$ cat src/sv/tmav_pkg.sv
// Package for the trimmed moving average voltage block.
// Holds the fixed field widths, stream widths and register reset value.
// No dependencies.
`default_nettype none

package tmav_pkg;

    localparam int SAMPLE_W     = 10;
    localparam int GAIN_W       = 18;
    localparam int MV_W         = 16;
    localparam int TRIM_W       = 14;
    localparam int IN_TDATA_W   = 16;
    localparam int OUT_TDATA_W  = 32;
    localparam int OUT_TUSER_W  = 1;
    localparam int FRAC_BITS    = 16;

    localparam logic [GAIN_W-1:0] GAIN_RESET = 18'd73254;
    localparam logic [MV_W-1:0]   MV_MAX     = 16'hFFFF;

endpackage

`default_nettype wire

$ cat src/sv/trimmed_moving_average_voltage.sv
// Trimmed moving average of battery ADC samples, scaled to millivolts.
// Depends on tmav_pkg for field widths and the gain reset value.
//
// Channel   Direction  Beat contents (lowest bit first)
// s_axis    in         tdata: battery_sample[9:0], zero fill to 16 bits
// m_axis    out        tdata: voltage_mv[15:0], trimmed_sum[29:16], zero fill;
//                      tuser: average_valid
// cfg       in         mv_gain[17:0], written whenever i_cfg_wr_en is high
//
// An accepted beat is scanned one ring entry at a time through a single max/min
// compare pair, then goes through a trim subtract and a gain multiply before its
// result is loaded. The block accepts the next beat only after that load, once
// it is back in the idle state.
// Reset clears the ring, the running sum and the warm-up count at once.
// A result waiting in the output register stalls only the final load step.
`default_nettype none

module trimmed_moving_average_voltage #(
    parameter int WINDOW   = 10,
    parameter int WARMUP   = 14,
    parameter int ADC_BITS = 10
) (
    input  wire logic                                i_clk,
    input  wire logic                                i_rst_n,
    // battery_sample[9:0], zeros above
    input  wire logic [tmav_pkg::IN_TDATA_W-1:0]     s_axis_tdata,
    input  wire logic                                s_axis_tvalid,
    output logic                                     s_axis_tready,
    // voltage_mv[15:0], trimmed_sum[29:16], zeros above
    output logic [tmav_pkg::OUT_TDATA_W-1:0]         m_axis_tdata,
    // average_valid
    output logic [tmav_pkg::OUT_TUSER_W-1:0]         m_axis_tuser,
    output logic                                     m_axis_tvalid,
    input  wire logic                                m_axis_tready,
    input  wire logic                                i_cfg_wr_en,
    input  wire logic [tmav_pkg::GAIN_W-1:0]         i_cfg_wr_data
);
    import tmav_pkg::*;

    localparam int EW     = ADC_BITS + 1;
    localparam int IDX_W  = $clog2(WINDOW);
    localparam int SUM_W  = $clog2(WINDOW * ((2 ** EW) - 1) + 1);
    localparam int PROD_W = SUM_W + GAIN_W;
    localparam int RW     = (PROD_W + 1 > 2 * FRAC_BITS + 1) ? PROD_W + 1 : 2 * FRAC_BITS + 1;
    localparam int SEEN_W = $clog2(WARMUP + 1);

    typedef enum logic [2:0] {
        S_IDLE,
        S_SCAN,
        S_TRIM,
        S_MUL,
        S_DONE
    } t_state;

    t_state                 r_state;
    logic [EW-1:0]          r_ring [WINDOW];
    logic [IDX_W-1:0]       r_slot;
    logic [IDX_W-1:0]       r_idx;
    logic [SUM_W-1:0]       r_sum;
    logic [SEEN_W-1:0]      r_seen;
    logic [GAIN_W-1:0]      r_gain;
    logic [EW-1:0]          r_new;
    logic [EW-1:0]          r_max;
    logic [EW-1:0]          r_min;
    logic [SUM_W-1:0]       r_trim;
    logic [PROD_W-1:0]      r_prod;
    logic                   r_valid_flag;
    logic [MV_W-1:0]        r_mv;
    logic [TRIM_W-1:0]      r_trim_out;
    logic                   r_avg_valid;
    logic                   r_out_valid;

    logic [ADC_BITS+SAMPLE_W-1:0] raw_ext;
    logic [EW-1:0]          n_new;
    logic [SEEN_W-1:0]      n_seen;
    logic [EW-1:0]          scan_val;
    logic                   scan_hit;
    logic [RW-1:0]          rounded;
    logic                   mv_sat;
    logic [SUM_W+TRIM_W-1:0] trim_ext;
    logic                   in_beat;
    logic                   out_beat;
    logic                   load_out;

    assign in_beat       = s_axis_tvalid && s_axis_tready;
    assign out_beat      = m_axis_tvalid && m_axis_tready;
    assign s_axis_tready = (r_state == S_IDLE);
    assign load_out      = (r_state == S_DONE) && (!r_out_valid || m_axis_tready);

    // Only the low ADC_BITS bits of the sample count; the entry is 2*raw+1.
    assign raw_ext = {{ADC_BITS{1'b0}}, s_axis_tdata[SAMPLE_W-1:0]};
    assign n_new   = {raw_ext[ADC_BITS-1:0], 1'b1};
    assign n_seen  = (r_seen < SEEN_W'(WARMUP)) ? r_seen + 1'b1 : r_seen;

    // The entry being replaced takes part in the search with its new value.
    assign scan_hit = (r_idx == r_slot);
    assign scan_val = scan_hit ? r_new : r_ring[r_idx];

    assign rounded  = RW'(r_prod) + RW'(1 << (FRAC_BITS - 1));
    assign mv_sat   = |rounded[RW-1:2*FRAC_BITS];
    assign trim_ext = {{TRIM_W{1'b0}}, r_trim};

    always_ff @(posedge i_clk) begin
        if (!i_rst_n) begin
            r_state     <= S_IDLE;
            r_slot      <= '0;
            r_idx       <= '0;
            r_sum       <= '0;
            r_seen      <= '0;
            r_gain      <= GAIN_RESET;
            r_out_valid <= 1'b0;
            for (int i = 0; i < WINDOW; i++) begin
                r_ring[i] <= '0;
            end
        end else begin
            if (i_cfg_wr_en) begin
                r_gain <= i_cfg_wr_data;
            end
            // A new result can replace the one taken in the same cycle.
            if (load_out) begin
                r_out_valid <= 1'b1;
            end else if (out_beat) begin
                r_out_valid <= 1'b0;
            end
            unique case (r_state)
                S_IDLE: begin
                    if (in_beat) begin
                        r_new        <= n_new;
                        r_seen       <= n_seen;
                        r_valid_flag <= (n_seen >= SEEN_W'(WARMUP));
                        r_idx        <= '0;
                        r_state      <= S_SCAN;
                    end
                end
                S_SCAN: begin
                    if (r_idx == '0) begin
                        r_max <= scan_val;
                        r_min <= scan_val;
                    end else begin
                        if (scan_val > r_max) r_max <= scan_val;
                        if (scan_val < r_min) r_min <= scan_val;
                    end
                    if (scan_hit) begin
                        r_sum         <= r_sum - SUM_W'(r_ring[r_idx]) + SUM_W'(r_new);
                        r_ring[r_idx] <= r_new;
                    end
                    if (r_idx == IDX_W'(WINDOW - 1)) begin
                        r_slot  <= (r_slot == IDX_W'(WINDOW - 1)) ? '0 : r_slot + 1'b1;
                        r_state <= S_TRIM;
                    end else begin
                        r_idx <= r_idx + 1'b1;
                    end
                end
                S_TRIM: begin
                    r_trim  <= r_sum - SUM_W'(r_max) - SUM_W'(r_min);
                    r_state <= S_MUL;
                end
                S_MUL: begin
                    r_prod  <= PROD_W'(r_trim) * PROD_W'(r_gain);
                    r_state <= S_DONE;
                end
                S_DONE: begin
                    if (load_out) begin
                        r_avg_valid <= r_valid_flag;
                        if (r_valid_flag) begin
                            r_mv       <= mv_sat ? MV_MAX : rounded[2*FRAC_BITS-1:FRAC_BITS];
                            r_trim_out <= trim_ext[TRIM_W-1:0];
                        end else begin
                            r_mv       <= '0;
                            r_trim_out <= '0;
                        end
                        r_state <= S_IDLE;
                    end
                end
                default: r_state <= S_IDLE;
            endcase
        end
    end

    assign m_axis_tvalid = r_out_valid;
    assign m_axis_tdata  = {{(OUT_TDATA_W - MV_W - TRIM_W){1'b0}}, r_trim_out, r_mv};
    assign m_axis_tuser  = r_avg_valid;

    // An accepted beat keeps the input closed for the whole scan.
    a_busy_after_accept: assert property (@(posedge i_clk) disable iff (!i_rst_n)
        in_beat |=> !s_axis_tready)
        else $error("input accepted while the previous beat is in work");

    // Results before warm-up carry zero payload.
    a_zero_before_warmup: assert property (@(posedge i_clk) disable iff (!i_rst_n)
        (m_axis_tvalid && !m_axis_tuser[0]) |-> (m_axis_tdata == '0))
        else $error("payload nonzero before warm-up");

    a_idx_range: assert property (@(posedge i_clk) disable iff (!i_rst_n)
        (r_state == S_SCAN) |-> (int'(r_idx) < WINDOW))
        else $error("scan index beyond the ring");

    a_slot_range: assert property (@(posedge i_clk) disable iff (!i_rst_n)
        int'(r_slot) < WINDOW)
        else $error("write slot beyond the ring");

    // A pending result is never overwritten before it is taken.
    a_no_overwrite: assert property (@(posedge i_clk) disable iff (!i_rst_n)
        (m_axis_tvalid && !m_axis_tready) |=> (m_axis_tvalid && $stable(m_axis_tdata)))
        else $error("pending result lost");

    a_seen_sat: assert property (@(posedge i_clk) disable iff (!i_rst_n)
        r_seen <= SEEN_W'(WARMUP))
        else $error("warm-up count past its limit");

endmodule

`default_nettype wire

$ cat config.mk
export PLATFORM = sky130hd
export DESIGN_NAME = trimmed_moving_average_voltage
export DESIGN_NICKNAME = d
export VERILOG_FILES = /design/src/sv/tmav_pkg.sv /design/src/sv/trimmed_moving_average_voltage.sv
export SDC_FILE = /design/constraint.sdc
export NUM_CORES = 1
export LEC_CHECK = 0
export ABC_AREA = 1
export BUFFER_PORTS_ARGS = -buffer_cell sky130_fd_sc_hd__buf_2
export CAP_MARGIN = 20
export CORE_AREA = 3 3 319 321
export DETAILED_ROUTE_END_ITERATION = 10
export DIE_AREA = 0 0 322 324
export GPL_ROUTABILITY_DRIVEN = 0
export GPL_TIMING_DRIVEN = 0
export PLACE_DENSITY = 0.49
export SLEW_MARGIN = 20
export SYNTH_ARGS = -nofsm -noshare
export SYNTH_HDL_FRONTEND = slang
export SYNTH_SLANG_ARGS = --single-unit
$ cat constraint.sdc
create_clock -name i_clk -period 15.95 [get_ports i_clk]
set_input_delay 2.3925 -clock i_clk [delete_from_list [all_inputs] [get_ports i_clk]]
set_output_delay 2.3925 -clock i_clk [all_outputs]
set_load 0.01 [all_outputs]
==> results.ini <==
[detailed_routing]
first_pass_iters=7
vias=18600
drcViolationCount=0
drt-total-wl_um=75900
wl_per_cell_um=18.0
ant_nets=0
drt-vias-per-instance=4.42
drtIter0Drc=1303

[yosys]
synth-seq-area-share_pct=37.5
netlist_area_um2=24700
syn_inst=2762
yosysWarnings=0
synth_edf_count=273
synth.avg_cell_area_um2=8.94
synth_cell_types=51
synth_top_area_share_pct=33.2
synth.ff_latch_count=326
synthTopCellsByArea=edfxtp_1, fa_1, inv_1
synth_ff_type=edfxtp_1
synth_area_leader_cell=edfxtp_1
async_flop_share_pct=0

[setup_path]
cp_num_cells=21
start_kind=flip-flop
cpMostUsedCell=fa_1
timing.rr.end=r_prod[27]
critical_path.cell_chain=clkbuf_1, clkbuf_1, nand2_1, fa_1, inv_1, fa_1, fa_1, fa_1, fa_1, inv_1, fa_1, inv_1, ha_1, nand2_1, nor2_1, inv_1, nor2_1, nand3_1, or2_2, nand3_1, nand2_1
r2r_slack_ps=9230
slowest_stage=clkbuf_1
crit_fanout=10
worstRegToRegCells=21
worstPathRequired_ps=16270
end_kind=flip-flop
crit_buf_inv=6
r2r_start=r_trim[9]
critPathMaxStageDelay_ps=670
path_class=flip-flop to flip-flop
cp_top_family=adder cells
worstPathArrival_ps=7040

[global_routing]
gr-total-overflow=0
grt_max_degree=17
grt_pass1_vias=19100
grtUsageTotal_pct=14.7
antenna_found_initial=0
grt_pass1_wl_um=116000

[clocking]
cts_tree=yes
path_clk_slew_ps=60
ctsResizeCount=0
clock-sinks=326
root_buffer=clkbuf_16
cts_max_level=2
post_cts_buffers=0
cts_buffer_depth=3
clock_latency_ps=630
cts_made_buffers=42
cts_hold_buf=0

[placement]
port_buffers=63
hpwl_um=58200
dpl_cell_area_um2=26800
placed_cells=4132

[final_layout]
post-route-cell-area_um2=28200
fin_util_pct=28.3
nets=3295
drive_above_1_share_pct=7.42
syn_to_final_growth_pct=14.2
stdcell_count=4208
antennaDiodeCount=0

[power]
p_leak_nw=13.3
power_density_nw_per_um2=236
intPower_mw=3.32
pwr-share-seq_pct=18.3
sw_frac_of_total_pct=50.1
ir_drop_mv=0.259
power_switching_mw=3.33
pwr-share-clk_pct=14.6
pwr-share-comb_pct=67.1

[status]
status=completed

[timing]
hold_viol_final=0
min_period_ps=6720
rsz0062_at_grt=false
fin_tns_setup_ps=0
fin_crit_sh_pct=42.1
setup_viol=0
tightest_slew_ps=987
drv_slew=0
slew_headroom_pct=34.2
skew_ps=52.4
fmax_mhz=149

[floorplan]
die_area_um2=104000
pin_count=74
dieWidth_um=322
core_area_um2=99600
chipHeight_um=324
num_rows=116
start_util_pct=24.8

[hold_path]
hold_end=r_seen[0]
holdPathStages=1
hold_path.class=flip-flop to flip-flop
hp-start=r_seen[0]

[run]
max-cap-violations=0

## metrics by stage
| stage | hold slack [ps] | worst slack, ps | total power, mW |
|---|---|---|---|
| 6_report | 485 | 9230 | 6.65 |
| 5_1_grt | 540 | 8900 | 7.42 |
| 4_1_cts | 487 | 9250 | 6.70 |
| 3_5_place_dp | 469 | 9270 | 5.68 |
| 3_3_place_gp | 467 | 8300 | 5.70 |
| 2_1_floorplan | 447 | 10410 | 4.44 |
## power groups by stage
stage,registers [mW],clock network (mW),logic [mW]
finish,1.22,0.974,4.46
global route,1.22,1.03,5.17
CTS,1.22,0.999,4.49
detailed placement,1.23,0,4.45
global placement,1.24,0,4.46
floorplan,1.21,0,3.23
## kinds of logic (layout without fill, tap and decap cells)
kind of cell    Yosys count  in the layout  share of synthesized area (%)
compound gates          351            351                           8.22
xor+xnor                 46             46                           1.63
fa+ha+maj               378            378                           26.0
simple gates            957            957                           15.7
flops                   326            326                           37.5
other cells               1              2                         0.0152
buf+inv                 703            850                           10.9
## placed cells by master (no fill, tap or decap), types with 13 or more instances in the layout
| master | n |
|---|---|
| o211ai_1 | 13 |
| o221ai_1 | 32 |
| nand3_1 | 60 |
| a21oi_1 | 92 |
| buf_2 | 82 |
| xor2_1 | 28 |
| clkbuf_16 | 43 |
| nor2_2 | 25 |
| clkbuf_1 | 103 |
| inv_1 | 569 |
| o21ai_0 | 157 |
| dfxtp_1 | 53 |
| xnor2_1 | 18 |
| nand2_1 | 521 |
| nor3_1 | 20 |
| edfxtp_1 | 273 |
| ha_1 | 152 |
| nor2_1 | 298 |
| o22ai_1 | 15 |
| fa_1 | 226 |
## final cells by class
cell class / count / area [µm²]
Buffer: 125 / 519
Timing Repair Buffer: 71 / 398
Fill cell: 10700 / 71400
Multi-Input combinational cell: 1734 / 12800
Clock buffer: 54 / 1140
Sequential cell: 326 / 9260
Tap cell: 1298 / 1620
Clock inverter: 22 / 294
Inverter: 578 / 2170
## sequential cells by signal, indices dropped and copies added, names as in the netlist, named ones only
signal	flops
r_ring	176
r_gain	18
r_prod	18
r_mv	16
r_sum	15
r_trim	15
r_trim_out	14
r_max	11
r_min	11
r_new	10
r_idx	4
r_seen	4
r_slot	4
r_state	3
m_axis_tuser	1
m_axis_tvalid	1
r_valid_flag	1
## worst reg2reg max path, cell delays in order, from the launching register on
cell,delay (ps)
edfxtp_1,310
clkbuf_1,670
clkbuf_1,610
nand2_1,170
fa_1,570
inv_1,60
fa_1,560
fa_1,430
fa_1,410
fa_1,520
inv_1,50
fa_1,540
inv_1,60
ha_1,370
nand2_1,110
nor2_1,200
inv_1,80
nor2_1,150
nand3_1,80
or2_2,330
nand3_1,80
nand2_1,70
## Yosys cell counts (4+ instances only)
| cell type | n |
|---|---|
| a21oi_1 | 95 |
| nor3_1 | 22 |
| o211ai_1 | 13 |
| nand4_1 | 8 |
| o22ai_1 | 15 |
| o21a_1 | 6 |
| buf_2 | 19 |
| a21o_1 | 6 |
| ha_1 | 152 |
| buf_1 | 7 |
| nor4_1 | 5 |
| inv_1 | 569 |
| nor2_2 | 17 |
| a211oi_1 | 5 |
| o21ai_0 | 157 |
| nor2_1 | 306 |
| a31oi_1 | 8 |
| nand3_1 | 60 |
| clkbuf_1 | 94 |
| xor2_1 | 28 |
| edfxtp_1 | 273 |
| nand2_1 | 521 |
| o221ai_1 | 32 |
| nor2_4 | 4 |
| fa_1 | 226 |
| xnor2_1 | 18 |
| dfxtp_1 | 53 |
| inv_2 | 5 |
## per-layer routing
layer / share of wire, % / routed length [µm] / vias up / global-route usage, %
li1: - / - / 8914 / -
met1: 44 / 33300 / 9035 / 18.9
met2: 47 / 36100 / 515 / 25.3
met3: 5.1 / 3890 / 136 / 2.12
met4: 3.5 / 2680 / 0 / 5.11
met5: 0 / 0 / - / 0
## worst max path at each step
stage,startpoint,to
after floorplan,i_rst_n,m_axis_tuser
after global placement,i_rst_n,r_trim_out[0]
after detailed placement,r_trim[9],r_prod[28]
after CTS,r_trim[9],r_prod[28]
after global routing,r_trim[7],r_prod[27]
final,r_trim[9],r_prod[27]
Note: power is estimated with default switching activity, not from simulation.
